$ cat src/rtl/cst_pkg.sv
`timescale 1ns / 1ps
// ----------------------------------------------------------------------------
// cst_pkg: shared types and constants of the command slot tracker
// Field widths, word layouts, operation and status codes, register indexes
// and the control and status bundles between the top level and the scanner.
// ----------------------------------------------------------------------------
package cst_pkg;

    // Input word layout, lowest bit first.
    localparam int RUNNING_W   = 32;
    localparam int COUNT_W     = 8;
    localparam int STATUS_IN_W = 32;
    localparam int S_DATA_W    = 80;

    // Output word layout.
    localparam int STATUS_W    = 3;
    localparam int SLOT_W      = 5;
    localparam int M_DATA_W    = 16;

    // Configuration port.
    localparam int CFG_INDEX_W = 2;
    localparam int CFG_DATA_W  = 32;
    localparam int ENTRIES_W   = 5;

    localparam logic [CFG_INDEX_W-1:0] CFG_PORT_PRESENT = 2'd0;
    localparam logic [CFG_INDEX_W-1:0] CFG_MAX_ENTRIES  = 2'd1;
    localparam logic [CFG_INDEX_W-1:0] CFG_ERROR_MASK   = 2'd2;

    localparam logic [ENTRIES_W-1:0]  MAX_ENTRIES_RESET = 5'd8;
    localparam logic [CFG_DATA_W-1:0] ERROR_MASK_RESET  = 32'h7800_0000;

    // Sectors covered by one descriptor entry, minus one, for rounding up.
    localparam logic [COUNT_W:0] ENTRY_ROUND = 9'd15;

    // Operation on the input side.
    localparam logic OP_SUBMIT    = 1'b0;
    localparam logic OP_INTERRUPT = 1'b1;

    // Kind of a result word.
    localparam logic KIND_SUBMIT     = 1'b0;
    localparam logic KIND_COMPLETION = 1'b1;

    typedef enum logic [STATUS_W-1:0] {
        STAT_ACCEPTED   = 3'd0,
        STAT_ZERO_COUNT = 3'd1,
        STAT_NO_PORT    = 3'd2,
        STAT_TOO_MANY   = 3'd3,
        STAT_NO_SLOT    = 3'd4
    } status_t;

    // Control from the sequencer to the slot scanner.
    typedef struct packed {
        logic load;
        logic step;
    } scan_ctrl_t;

    // Status from the slot scanner.
    typedef struct packed {
        logic hit;
        logic last;
    } scan_stat_t;

endpackage

$ cat src/rtl/command_slot_tracker.sv
`timescale 1ns / 1ps
// ----------------------------------------------------------------------------
// command_slot_tracker: command slot bookkeeping for one storage port
// Checks submit requests, allocates the lowest free slot, and on interrupt
// events releases finished slots and reports them one word at a time.
//
//   Channel   Handshake            Payload
//   s_        s_tvalid / s_tready  s_tuser op, s_tdata request or event
//   m_        m_tvalid / m_tready  m_tuser kind, m_tdata result, m_tlast
//   cfg_      cfg_valid/cfg_ready  cfg_index register, cfg_data value
//
// A rejected submit goes through S_RESP; an accepted submit goes through
// S_FIND, where the shared slot scanner tests the slots in turn up to the
// lowest free one. An interrupt event goes through S_DRAIN, where the scanner
// tests the slots up to the highest slot it reports. A quiet event leaves no word.
// Reset is synchronous, active low, and clears the pending and notify slot masks.
// A stalled output holds the scanner; the input is taken again once the last
// word of an item sits in the output register.
// ----------------------------------------------------------------------------
module command_slot_tracker
    import cst_pkg::*;
#(
    parameter int SLOT_COUNT = 32
) (
    input  logic                   aclk,
    input  logic                   aresetn,
    // Input words.
    input  logic                   s_tvalid,
    output logic                   s_tready,
    input  logic                   s_tuser,   // op
    input  logic [S_DATA_W-1:0]    s_tdata,   // running_mask, sector_count, notify,
                                              // int_status, zero fill
    // Result words.
    output logic                   m_tvalid,
    input  logic                   m_tready,
    output logic                   m_tuser,   // kind
    output logic [M_DATA_W-1:0]    m_tdata,   // status, slot, failed, zero fill
    output logic                   m_tlast,
    // Configuration writes.
    input  logic                   cfg_valid,
    output logic                   cfg_ready,
    input  logic [CFG_INDEX_W-1:0] cfg_index,
    input  logic [CFG_DATA_W-1:0]  cfg_data
);

    typedef enum logic [1:0] {
        S_IDLE,
        S_FIND,
        S_RESP,
        S_DRAIN
    } state_t;

    state_t                 state_reg;
    logic                   port_present_reg;
    logic [ENTRIES_W-1:0]   max_entries_reg;
    logic [CFG_DATA_W-1:0]  error_mask_reg;
    logic [SLOT_COUNT-1:0]  pending_reg;
    logic [SLOT_COUNT-1:0]  notify_reg;
    logic                   want_reg;
    logic                   failed_reg;
    status_t                resp_status_reg;

    logic                   m_valid_reg;
    logic                   m_kind_reg;
    status_t                m_status_reg;
    logic [SLOT_W-1:0]      m_slot_reg;
    logic                   m_failed_reg;
    logic                   m_last_reg;

    // Input word fields.
    logic                   in_op;
    logic [RUNNING_W-1:0]   in_running;
    logic [COUNT_W-1:0]     in_count;
    logic                   in_notify;
    logic [STATUS_IN_W-1:0] in_status;

    logic                   accept;
    logic                   out_free;
    logic                   out_load;
    logic [ENTRIES_W-1:0]   entries;
    logic [COUNT_W:0]       count_rounded;
    logic [SLOT_COUNT-1:0]  free_bits;
    logic [SLOT_COUNT-1:0]  done_bits;
    logic [SLOT_COUNT-1:0]  emit_bits;
    logic                   err_hit;
    status_t                sub_status;

    scan_ctrl_t             scan_ctrl;
    scan_stat_t             scan_stat;
    logic [SLOT_W-1:0]      scan_slot;
    logic [SLOT_COUNT-1:0]  scan_mask;

    assign in_op      = s_tuser;
    assign in_running = s_tdata[RUNNING_W-1:0];
    assign in_count   = s_tdata[RUNNING_W +: COUNT_W];
    assign in_notify  = s_tdata[RUNNING_W + COUNT_W];
    assign in_status  = s_tdata[RUNNING_W + COUNT_W + 1 +: STATUS_IN_W];

    assign s_tready  = (state_reg == S_IDLE);
    assign accept    = s_tvalid && s_tready;
    assign out_free  = !m_valid_reg || m_tready;
    assign cfg_ready = 1'b1;

    // A new word goes into the output register in this cycle.
    assign out_load  = out_free && ((state_reg == S_RESP)
                     || (((state_reg == S_FIND) || (state_reg == S_DRAIN))
                      && scan_stat.hit));

    // Request checks and slot masks of the word being taken.
    always_comb begin
        count_rounded = {1'b0, in_count} + ENTRY_ROUND;
        entries       = count_rounded[COUNT_W:4];
        free_bits     = ~in_running[SLOT_COUNT-1:0];
        err_hit       = |(in_status & error_mask_reg);
        done_bits     = (pending_reg & ~in_running[SLOT_COUNT-1:0])
                      | (err_hit ? pending_reg : '0);
        emit_bits     = done_bits & notify_reg;

        priority if (in_count == '0) begin
            sub_status = STAT_ZERO_COUNT;
        end else if (!port_present_reg) begin
            sub_status = STAT_NO_PORT;
        end else if (entries > max_entries_reg) begin
            sub_status = STAT_TOO_MANY;
        end else if (free_bits == '0) begin
            sub_status = STAT_NO_SLOT;
        end else begin
            sub_status = STAT_ACCEPTED;
        end
    end

    // Scanner control: load on a new scan, step over clear slots or once a
    // reported slot has gone into the output register.
    always_comb begin
        scan_mask      = (in_op == OP_SUBMIT) ? free_bits : emit_bits;
        scan_ctrl.load = accept && (state_reg == S_IDLE)
                      && (((in_op == OP_SUBMIT) && (sub_status == STAT_ACCEPTED))
                       || ((in_op == OP_INTERRUPT) && (in_status != '0)
                        && (emit_bits != '0)));
        scan_ctrl.step = ((state_reg == S_FIND) && !scan_stat.hit)
                      || ((state_reg == S_DRAIN) && (!scan_stat.hit || out_free));
    end

    cst_scan #(
        .SLOT_COUNT (SLOT_COUNT)
    ) u_scan (
        .aclk      (aclk),
        .ctrl      (scan_ctrl),
        .load_mask (scan_mask),
        .stat      (scan_stat),
        .cursor    (scan_slot)
    );

    // Sequencer, slot state, configuration and output register.
    always_ff @(posedge aclk) begin
        if (!aresetn) begin
            state_reg        <= S_IDLE;
            m_valid_reg      <= 1'b0;
            port_present_reg <= 1'b0;
            max_entries_reg  <= MAX_ENTRIES_RESET;
            error_mask_reg   <= ERROR_MASK_RESET;
            pending_reg      <= '0;
            notify_reg       <= '0;
        end else begin
            // The output word leaves unless a new one is loaded in the same cycle.
            if (m_valid_reg && m_tready && !out_load) begin
                m_valid_reg <= 1'b0;
            end

            if (cfg_valid && cfg_ready) begin
                unique case (cfg_index)
                    CFG_PORT_PRESENT: port_present_reg <= cfg_data[0];
                    CFG_MAX_ENTRIES:  max_entries_reg  <= cfg_data[ENTRIES_W-1:0];
                    CFG_ERROR_MASK:   error_mask_reg   <= cfg_data;
                    default: ;
                endcase
            end

            unique case (state_reg)
                S_IDLE: begin
                    if (accept) begin
                        if (in_op == OP_SUBMIT) begin
                            resp_status_reg <= sub_status;
                            want_reg        <= in_notify;
                            state_reg <= (sub_status == STAT_ACCEPTED) ? S_FIND : S_RESP;
                        end else if (in_status != '0) begin
                            pending_reg <= pending_reg & ~done_bits;
                            notify_reg  <= notify_reg & ~done_bits;
                            failed_reg  <= err_hit;
                            if (emit_bits != '0) begin
                                state_reg <= S_DRAIN;
                            end
                        end
                    end
                end
                S_FIND: begin
                    if (scan_stat.hit && out_free) begin
                        pending_reg[scan_slot] <= 1'b1;
                        notify_reg[scan_slot]  <= want_reg;
                        m_valid_reg  <= 1'b1;
                        m_kind_reg   <= KIND_SUBMIT;
                        m_status_reg <= STAT_ACCEPTED;
                        m_slot_reg   <= scan_slot;
                        m_failed_reg <= 1'b0;
                        m_last_reg   <= 1'b1;
                        state_reg    <= S_IDLE;
                    end
                end
                S_RESP: begin
                    if (out_free) begin
                        m_valid_reg  <= 1'b1;
                        m_kind_reg   <= KIND_SUBMIT;
                        m_status_reg <= resp_status_reg;
                        m_slot_reg   <= '0;
                        m_failed_reg <= 1'b0;
                        m_last_reg   <= 1'b1;
                        state_reg    <= S_IDLE;
                    end
                end
                S_DRAIN: begin
                    if (scan_stat.hit && out_free) begin
                        m_valid_reg  <= 1'b1;
                        m_kind_reg   <= KIND_COMPLETION;
                        m_status_reg <= STAT_ACCEPTED;
                        m_slot_reg   <= scan_slot;
                        m_failed_reg <= failed_reg;
                        m_last_reg   <= scan_stat.last;
                        if (scan_stat.last) begin
                            state_reg <= S_IDLE;
                        end
                    end
                end
            endcase
        end
    end

    // Output word packing.
    assign m_tvalid = m_valid_reg;
    assign m_tuser  = m_kind_reg;
    assign m_tlast  = m_last_reg;
    assign m_tdata  = {{(M_DATA_W - STATUS_W - SLOT_W - 1){1'b0}},
                       m_failed_reg, m_slot_reg, m_status_reg};

endmodule

$ cat src/rtl/cst_scan.sv
`timescale 1ns / 1ps
// ----------------------------------------------------------------------------
// cst_scan: bit-serial slot scanner
// Holds a slot mask and a cursor, tests one slot per cycle when stepped, clears
// slots as they are consumed and tells whether the current slot is the last one set.
// ----------------------------------------------------------------------------
module cst_scan
    import cst_pkg::*;
#(
    parameter int SLOT_COUNT = 32
) (
    input  logic                  aclk,
    input  scan_ctrl_t            ctrl,
    input  logic [SLOT_COUNT-1:0] load_mask,
    output scan_stat_t            stat,
    output logic [SLOT_W-1:0]     cursor
);

    localparam int CW = (SLOT_COUNT > 1) ? $clog2(SLOT_COUNT) : 1;
    localparam logic [CW-1:0] CURSOR_MAX = CW'(SLOT_COUNT - 1);

    logic [SLOT_COUNT-1:0] work_reg;
    logic [CW-1:0]         cursor_reg;
    logic [SLOT_COUNT-1:0] work_next;

    // Current slot test and the mask with that slot taken out.
    always_comb begin
        work_next = work_reg & ~(SLOT_COUNT'(1) << cursor_reg);
        stat.hit  = work_reg[cursor_reg];
        stat.last = (work_next == '0);
    end

    assign cursor = SLOT_W'(cursor_reg);

    // Mask and cursor update: load starts a scan, step moves one slot on.
    always_ff @(posedge aclk) begin
        if (ctrl.load) begin
            work_reg   <= load_mask;
            cursor_reg <= '0;
        end else if (ctrl.step) begin
            work_reg <= work_next;
            if (cursor_reg != CURSOR_MAX) begin
                cursor_reg <= cursor_reg + 1'b1;
            end
        end
    end

endmodule

$ cat config.mk
export PLATFORM = sky130hd
export DESIGN_NAME = command_slot_tracker
export DESIGN_NICKNAME = d
export VERILOG_FILES = /design/src/rtl/cst_pkg.sv /design/src/rtl/command_slot_tracker.sv /design/src/rtl/cst_scan.sv
export SDC_FILE = /design/constraint.sdc
export NUM_CORES = 1
export LEC_CHECK = 0
export ABC_AREA = 1
export BUFFER_PORTS_ARGS = -buffer_cell sky130_fd_sc_hd__buf_2
export CORE_MARGIN = 8
export CORE_UTILIZATION = 55
export CTS_BUF_LIST = sky130_fd_sc_hd__clkbuf_4 sky130_fd_sc_hd__clkbuf_8
export DETAILED_ROUTE_END_ITERATION = 12
export PLACE_DENSITY_LB_ADDON = 0.3
export RECOVER_POWER = 50
export SLEW_MARGIN = 0
export SYNTH_ARGS = -nofsm -noshare
export SYNTH_HDL_FRONTEND = slang
export SYNTH_HIERARCHICAL = 1
export SYNTH_SLANG_ARGS = --single-unit
$ cat constraint.sdc
create_clock -name aclk -period 4.3 [get_ports aclk]
set_input_delay 0.215 -clock aclk [delete_from_list [all_inputs] [get_ports aclk]]
set_output_delay 0.215 -clock aclk [all_outputs]
set_load 0.01 [all_outputs]
== Word level (Yosys, flattened, before mapping) ==
Index checks and enable logic that the tools add are counted.
Word-level totals
  output and inout bits: 21
  register bits after elaboration: 158
  logic and storage cells: 150
  bits of input ports: 120
Operators by class
  $add $sub $neg: 2
  shifts and indexed selects: 1
  bitwise operators: 12
  order comparisons: 3
  muxes and demuxes: 52
  eq/ne operators: 16
  reductions and logical operators: 47
Operators with widths (count)
  $mux W32: 12
  $and A32 B32 Y32: 6
  $pmux W32 S2: 2
  $not A32 Y32: 3
  $logic_not A32 Y1: 2
  $or A32 B32 Y32: 2
  $reduce_bool A32 Y1: 2
  $bwmux W32: 1
  $reduce_or A32 Y1: 1
  $shl A1 B5 Y32 const A: 1
  $mux W2: 9
  $mux W3: 6
  $reduce_and A5 Y1: 3
  $logic_and A1 B1 Y1: 14
  $ne A2 B1 Y1 const B: 6
  $mux W1: 11
  $mux W5: 2
  $pmux W5 S2: 1
  $add A8 B4 Y9 const B: 1
  $pmux W1 S3: 3
  $logic_not A8 Y1: 1
  $pmux W2 S4: 1
  $reduce_and A2 Y1: 4
  $reduce_and A4 Y1: 2
  other kinds (22): 37

== Longest topological paths before layout ==
  depth in word-level cells: 11
  mapped depth: 24
  mapped depth without buffers: 21

== Hierarchy ==
The synthesis kept the hierarchy.
Modules (own cells, without submodules)
  command_slot_tracker: sequential area each 2582.5 um^2, times used 1, cells each 1034, area each 7179.4 um^2
  cst_scan: sequential area each 1061.0 um^2, times used 1, cells each 326, area each 2419.8 um^2

== Worst setup path before layout ==
No wires, ideal clock.
  path type: reg2reg
  start point: reg u_scan.cursor_reg[0] (netlist: u_scan/cursor[0])
  end point: reg u_scan.work_reg[0] (enable)
  data arrival time: 3.221 ns
  cell stages (with the launch flop): 23
  required time: 3.925 ns
  setup time: 0.375 ns
  slack: 0.704 ns
  clock period less this slack: 3.596 ns
  buffers on the path: 5
  path through: dfxtp_1 buf_4 inv_2 buf_4 ha_1 clkbuf_1 nand4_1 nand2_1 nand2_1 inv_1 nand2_1 nor2_1 nand2_1 nor2_1 nor2_1 a21oi_1 inv_1 nor2_1 nand2_2 a21boi_0 clkbuf_1 clkbuf_1 or2_2
Between the ends
  longest elaborated chain between the ends: 7
  elaborated cells on any way between the ends: 8
  those cells by class: mux (2); reduce/logical (6)
RTL lines
  from (decl): RTL line cst_scan.sv:23  | logic [CW-1:0] cursor_reg;
  from (signal assigned): RTL line cst_scan.sv:43  | cursor_reg <= cursor_reg + 1'b1;
  $bmux W1 S5 *: RTL line cst_scan.sv:29  | stat.hit = work_reg[cursor_reg];
  $mux W1 (implied by the code) *: RTL line cst_scan.sv:29
  $logic_not A1 Y1 *: RTL line command_slot_tracker.sv:140, command_slot_tracker.sv:141
  $logic_or A1 B1 Y1: RTL line command_slot_tracker.sv:141  | || ((state_reg == S_DRAIN) && (!scan_stat.hit || out_free));
  $logic_and A1 B1 Y1: RTL line command_slot_tracker.sv:141
  $logic_or A1 B1 Y1 *: RTL line command_slot_tracker.sv:141
  $reduce_bool A2 Y1 (no line) *
  to (signal assigned): RTL line cst_scan.sv:38  | work_reg <= load_mask;
  to (signal assigned): RTL line cst_scan.sv:41  | work_reg <= work_next;
  to (decl): RTL line cst_scan.sv:22  | logic [SLOT_COUNT-1:0] work_reg;
Mark *: on every way between the ends. The rest lies on a longest branch, timed or not. The select of a mux whose other input is x is not followed.
A chain may end at the register's enable or synchronous reset.

==> flow_metrics.env <==
export IMPL_slew_viol_final=108
export IMPL_ir_drop_v=0.000334
export IMPL_row_count=48
export IMPL_leakage_nw=4.46
export IMPL_grt_setup_unrepaired="no"
export IMPL_io_pins=141
export IMPL_synth_seq_cells=158
export IMPL_yosys_cell_types_count=40
export IMPL_clkPwrFrac_pct=19.8
export IMPL_worstSkewPairLatency_ps=460
export IMPL_dr_wl_met2_microns=12900
export IMPL_crit_buf_inv=3
export IMPL_cts_sinks=158
export IMPL_grt_pass1_wl_microns=44300
export IMPL_post_cts_buffers=0
export IMPL_violations="capacitance limit, slew limit"
export IMPL_port_buffers=125
export IMPL_r2r_setup_slack_ps=500
export IMPL_drtIter0Drc=787
export IMPL_gr_total_overflow=0
export IMPL_die_x_microns=148
export IMPL_netlist_area_sq_mm=0.00960
export IMPL_critical_path_max_stage_delay_ps=810
export IMPL_critPathTopFamily="buffers and inverters"
export IMPL_final_area_sq_mm=0.0110
export IMPL_setup_viol=0
export IMPL_area_growth_pct=14.1
export IMPL_crit_cells=17
export IMPL_clockBufferDepth=2
export IMPL_path_cells="clkbuf_1, nor2_1, nor2_1, nand2_1, o21ai_0, nand2_1, nand3_1, nor2_1, nor2_1, inv_1, nor2_1, nand2_1, a21oi_1, clkbuf_1, nand2_1, a21oi_1, nor2_1"
export IMPL_cts_root_buf="clkbuf_8"
export IMPL_routed_wl_microns=27500
export IMPL_stdcell_count=1723
export IMPL_post_route_min_period_ps=3800
export IMPL_avgSynthCellArea_sq_um=7.06
export IMPL_worst_pin_slew_ps=2100
export IMPL_grtUsageTotal_pct=24.8
export IMPL_hold_class="input port to flip-flop"
export IMPL_clock_skew_final_ps=11.1
export IMPL_start_util_pct=55.9
export IMPL_synthCells=1360
export IMPL_dpl_instance_area_sq_mm=0.0103
export IMPL_rr_endpoint="pending_reg[30]$_SDFFE_PN0P_"
export IMPL_drt_pass1_iterations=6
export IMPL_cts_resized=0
export IMPL_fin_nets=1617
export IMPL_cpMostUsedCell="nor2_1"
export IMPL_dp_slack_ps=639
export IMPL_startpoint="u_scan/cursor[0]$_SDFFE_PP0P_"
export IMPL_postCtsHoldBufs=31
export IMPL_power_density_mw_per_mm2=498
export IMPL_dp_cells=1660
export IMPL_switching_share_pct=43.1
export IMPL_crit_required_ps=4650
export IMPL_fill_cells=1595
export IMPL_slew_headroom_pct=-40.0
export IMPL_drc_errors=0
export IMPL_final_common_cell="nand2_1"
export IMPL_reg2reg_from="u_scan/cursor[0]$_SDFFE_PP0P_"
export IMPL_worstPathArrival_ps=4150
export IMPL_die_y_microns=148
export IMPL_setup_ws_ps=500
export IMPL_endpoint="pending_reg[30]$_SDFFE_PN0P_"
export IMPL_mostFrequentLayoutCells="nand2_1 (337), nor2_1 (235), o21ai_0 (150)"
export IMPL_cts_tree="built"
export IMPL_synth_seq_area_share_pct=38.0
export IMPL_dr_total_vias=9518
export IMPL_pwr_share_seq_pct=38.9
export IMPL_met3_wirelength_microns=2020
export IMPL_die_area_sq_mm=0.0219
export IMPL_wl_met1_microns=11900
export IMPL_reg2reg_depth=17
export IMPL_diodes=0
export IMPL_grt_pass1_vias=9038
export IMPL_crit_fanout=16
export IMPL_core_sq_mm=0.0172
export IMPL_maxCapViolations=2
export IMPL_tns_ps=0
export IMPL_grt_max_degree=70
export IMPL_vias_per_cell=5.52
export IMPL_p_switching_w=0.00235
export IMPL_cts_reportedPaths_clkPinSlew_ps=90
export IMPL_period_share_pct=88.4
export IMPL_antenna_left=0
export IMPL_htreeDepth=4
export IMPL_share_comb_of_total_power_pct=41.3
export IMPL_avgRoutedWirePerCell_microns=15.9
export IMPL_slowest_stage="a21oi_1"
export IMPL_cp_start_kind="flip-flop"
export IMPL_yosysWarnings=6
export IMPL_status="complete, but fails checks"
export IMPL_internal_power_w=0.00310
export IMPL_end_kind="flip-flop"
export IMPL_gp_congestion=0.949
export IMPL_antenna_found_initial=1
export IMPL_highest_layer="met5"
export IMPL_numCtsBuffers=17
export IMPL_path_class="flip-flop to flip-flop"
export IMPL_dpl_hpwl_microns=19500
export IMPL_fmax_mhz=263
export IMPL_drive_above_1_share_pct=15.2
export IMPL_finalHoldViolations=0
-- worst min-delay path by stage --
| stage | startpoint | cells after the start | endpoint | slack, ps |
|---|---|---|---|---|
| after global routing | m_tready | 4 | m_tvalid$_SDFF_PN0_ | 60 |
| after detailed placement | s_tdata[40] | 1 | want_reg$_DFFE_PP_ | 390 |
| after CTS | cfg_data[1] | 3 | error_mask_reg[1]$_SDFFE_PN0P_ | 30 |
| after global placement | s_tdata[40] | 1 | want_reg$_DFFE_PP_ | 390 |
| after floorplan | s_tdata[40] | 0 | want_reg$_DFFE_PP_ | 310 |
| final | cfg_data[1] | 3 | error_mask_reg[1]$_SDFFE_PN0P_ | 40 |
-- per-layer routing --
| layer | vias up | track usage [%] |
|---|---|---|
| li1 | 4795 | - |
| met1 | 4317 | 32.3 |
| met2 | 353 | 40.8 |
| met3 | 51 | 4.44 |
| met4 | 2 | 8.82 |
| met5 | - | 0 |
-- synth_stat cells (all sizes together) --
master	instances	area share, %
nor3	16	0.83
ha	12	1.6
a211oi	3	0.23
a31oi	1	0.065
or2	2	0.13
clkbuf	43	1.7
o211ai	2	0.16
o22ai	31	2.0
nand3b	1	0.078
mux2i	20	2.1
a21oi	76	4.0
clkinv	7	0.30
nand4	16	1.0
buf	38	3.1
edfxtp	48	15
o21ai	157	8.2
nand3	103	9.2
a21boi	2	0.16
xor2	2	0.18
nand2	340	13
dfxtp	110	23
nor3b	1	0.078
inv	73	2.9
nor4	13	0.85
nor2	241	9.9
conb	2	0.078
-- layout make-up --
class                           instances  area [sq um]  area share (%)
Timing Repair Buffer                  181          1100            10.1
Tap cell                              225           282            2.57
Clock buffer                           23           298            2.72
Inverter                               80           305            2.79
Sequential cell                       158          3640            33.3
Multi-Input combinational cell       1047          5240            47.8
Clock inverter                          9          85.1           0.777
-- worst reg2reg max path, delay by kind of cell (launching register included) --
kind / cells / cell delay, ps
buffers and inverters: 3 / 1130
AND/OR/NAND/NOR: 11 / 1040
AO/OA/AOI/OAI: 3 / 1030
flip-flops: 1 / 500
-- power by group through the flow --
stage | clock (W) | sequential (W) | combinational [W]
CTS | 0.00109 | 0.00212 | 0.00224
finish | 0.00108 | 0.00212 | 0.00225
global placement | 0 | 0.00215 | 0.00217
floorplan | 0 | 0.00210 | 0.00160
detailed placement | 0 | 0.00215 | 0.00221
global route | 0.00115 | 0.00215 | 0.00249
-- through the flow --
stage / hold WS [ps] / power [W] / utilization [%]
2_1_floorplan: 314 / 0.00369 / -
3_3_place_gp: 394 / 0.00432 / 60.0
3_5_place_dp: 395 / 0.00436 / 60.0
4_1_cts: 26.2 / 0.00545 / 64.0
5_1_grt: 57.1 / 0.00580 / 63.8
6_report: 40.4 / 0.00545 / 63.8
-- cells by family (layout without fill, tap and decap cells) --
group	count (synthesis)	count (layout)	share of synthesized area, %
muxes	20	20	2.09
adders and majority gates	12	12	1.56
DFF	158	158	38.0
xor gates and xnor gates	2	2	0.183
AOI/OAI and AO/OA	272	272	14.8
and+or+nand+nor	733	733	35.4
buffers and inverters	161	293	7.96
other	2	8	0.0782
No activity file was read; power rests on OpenSTA's default activity.
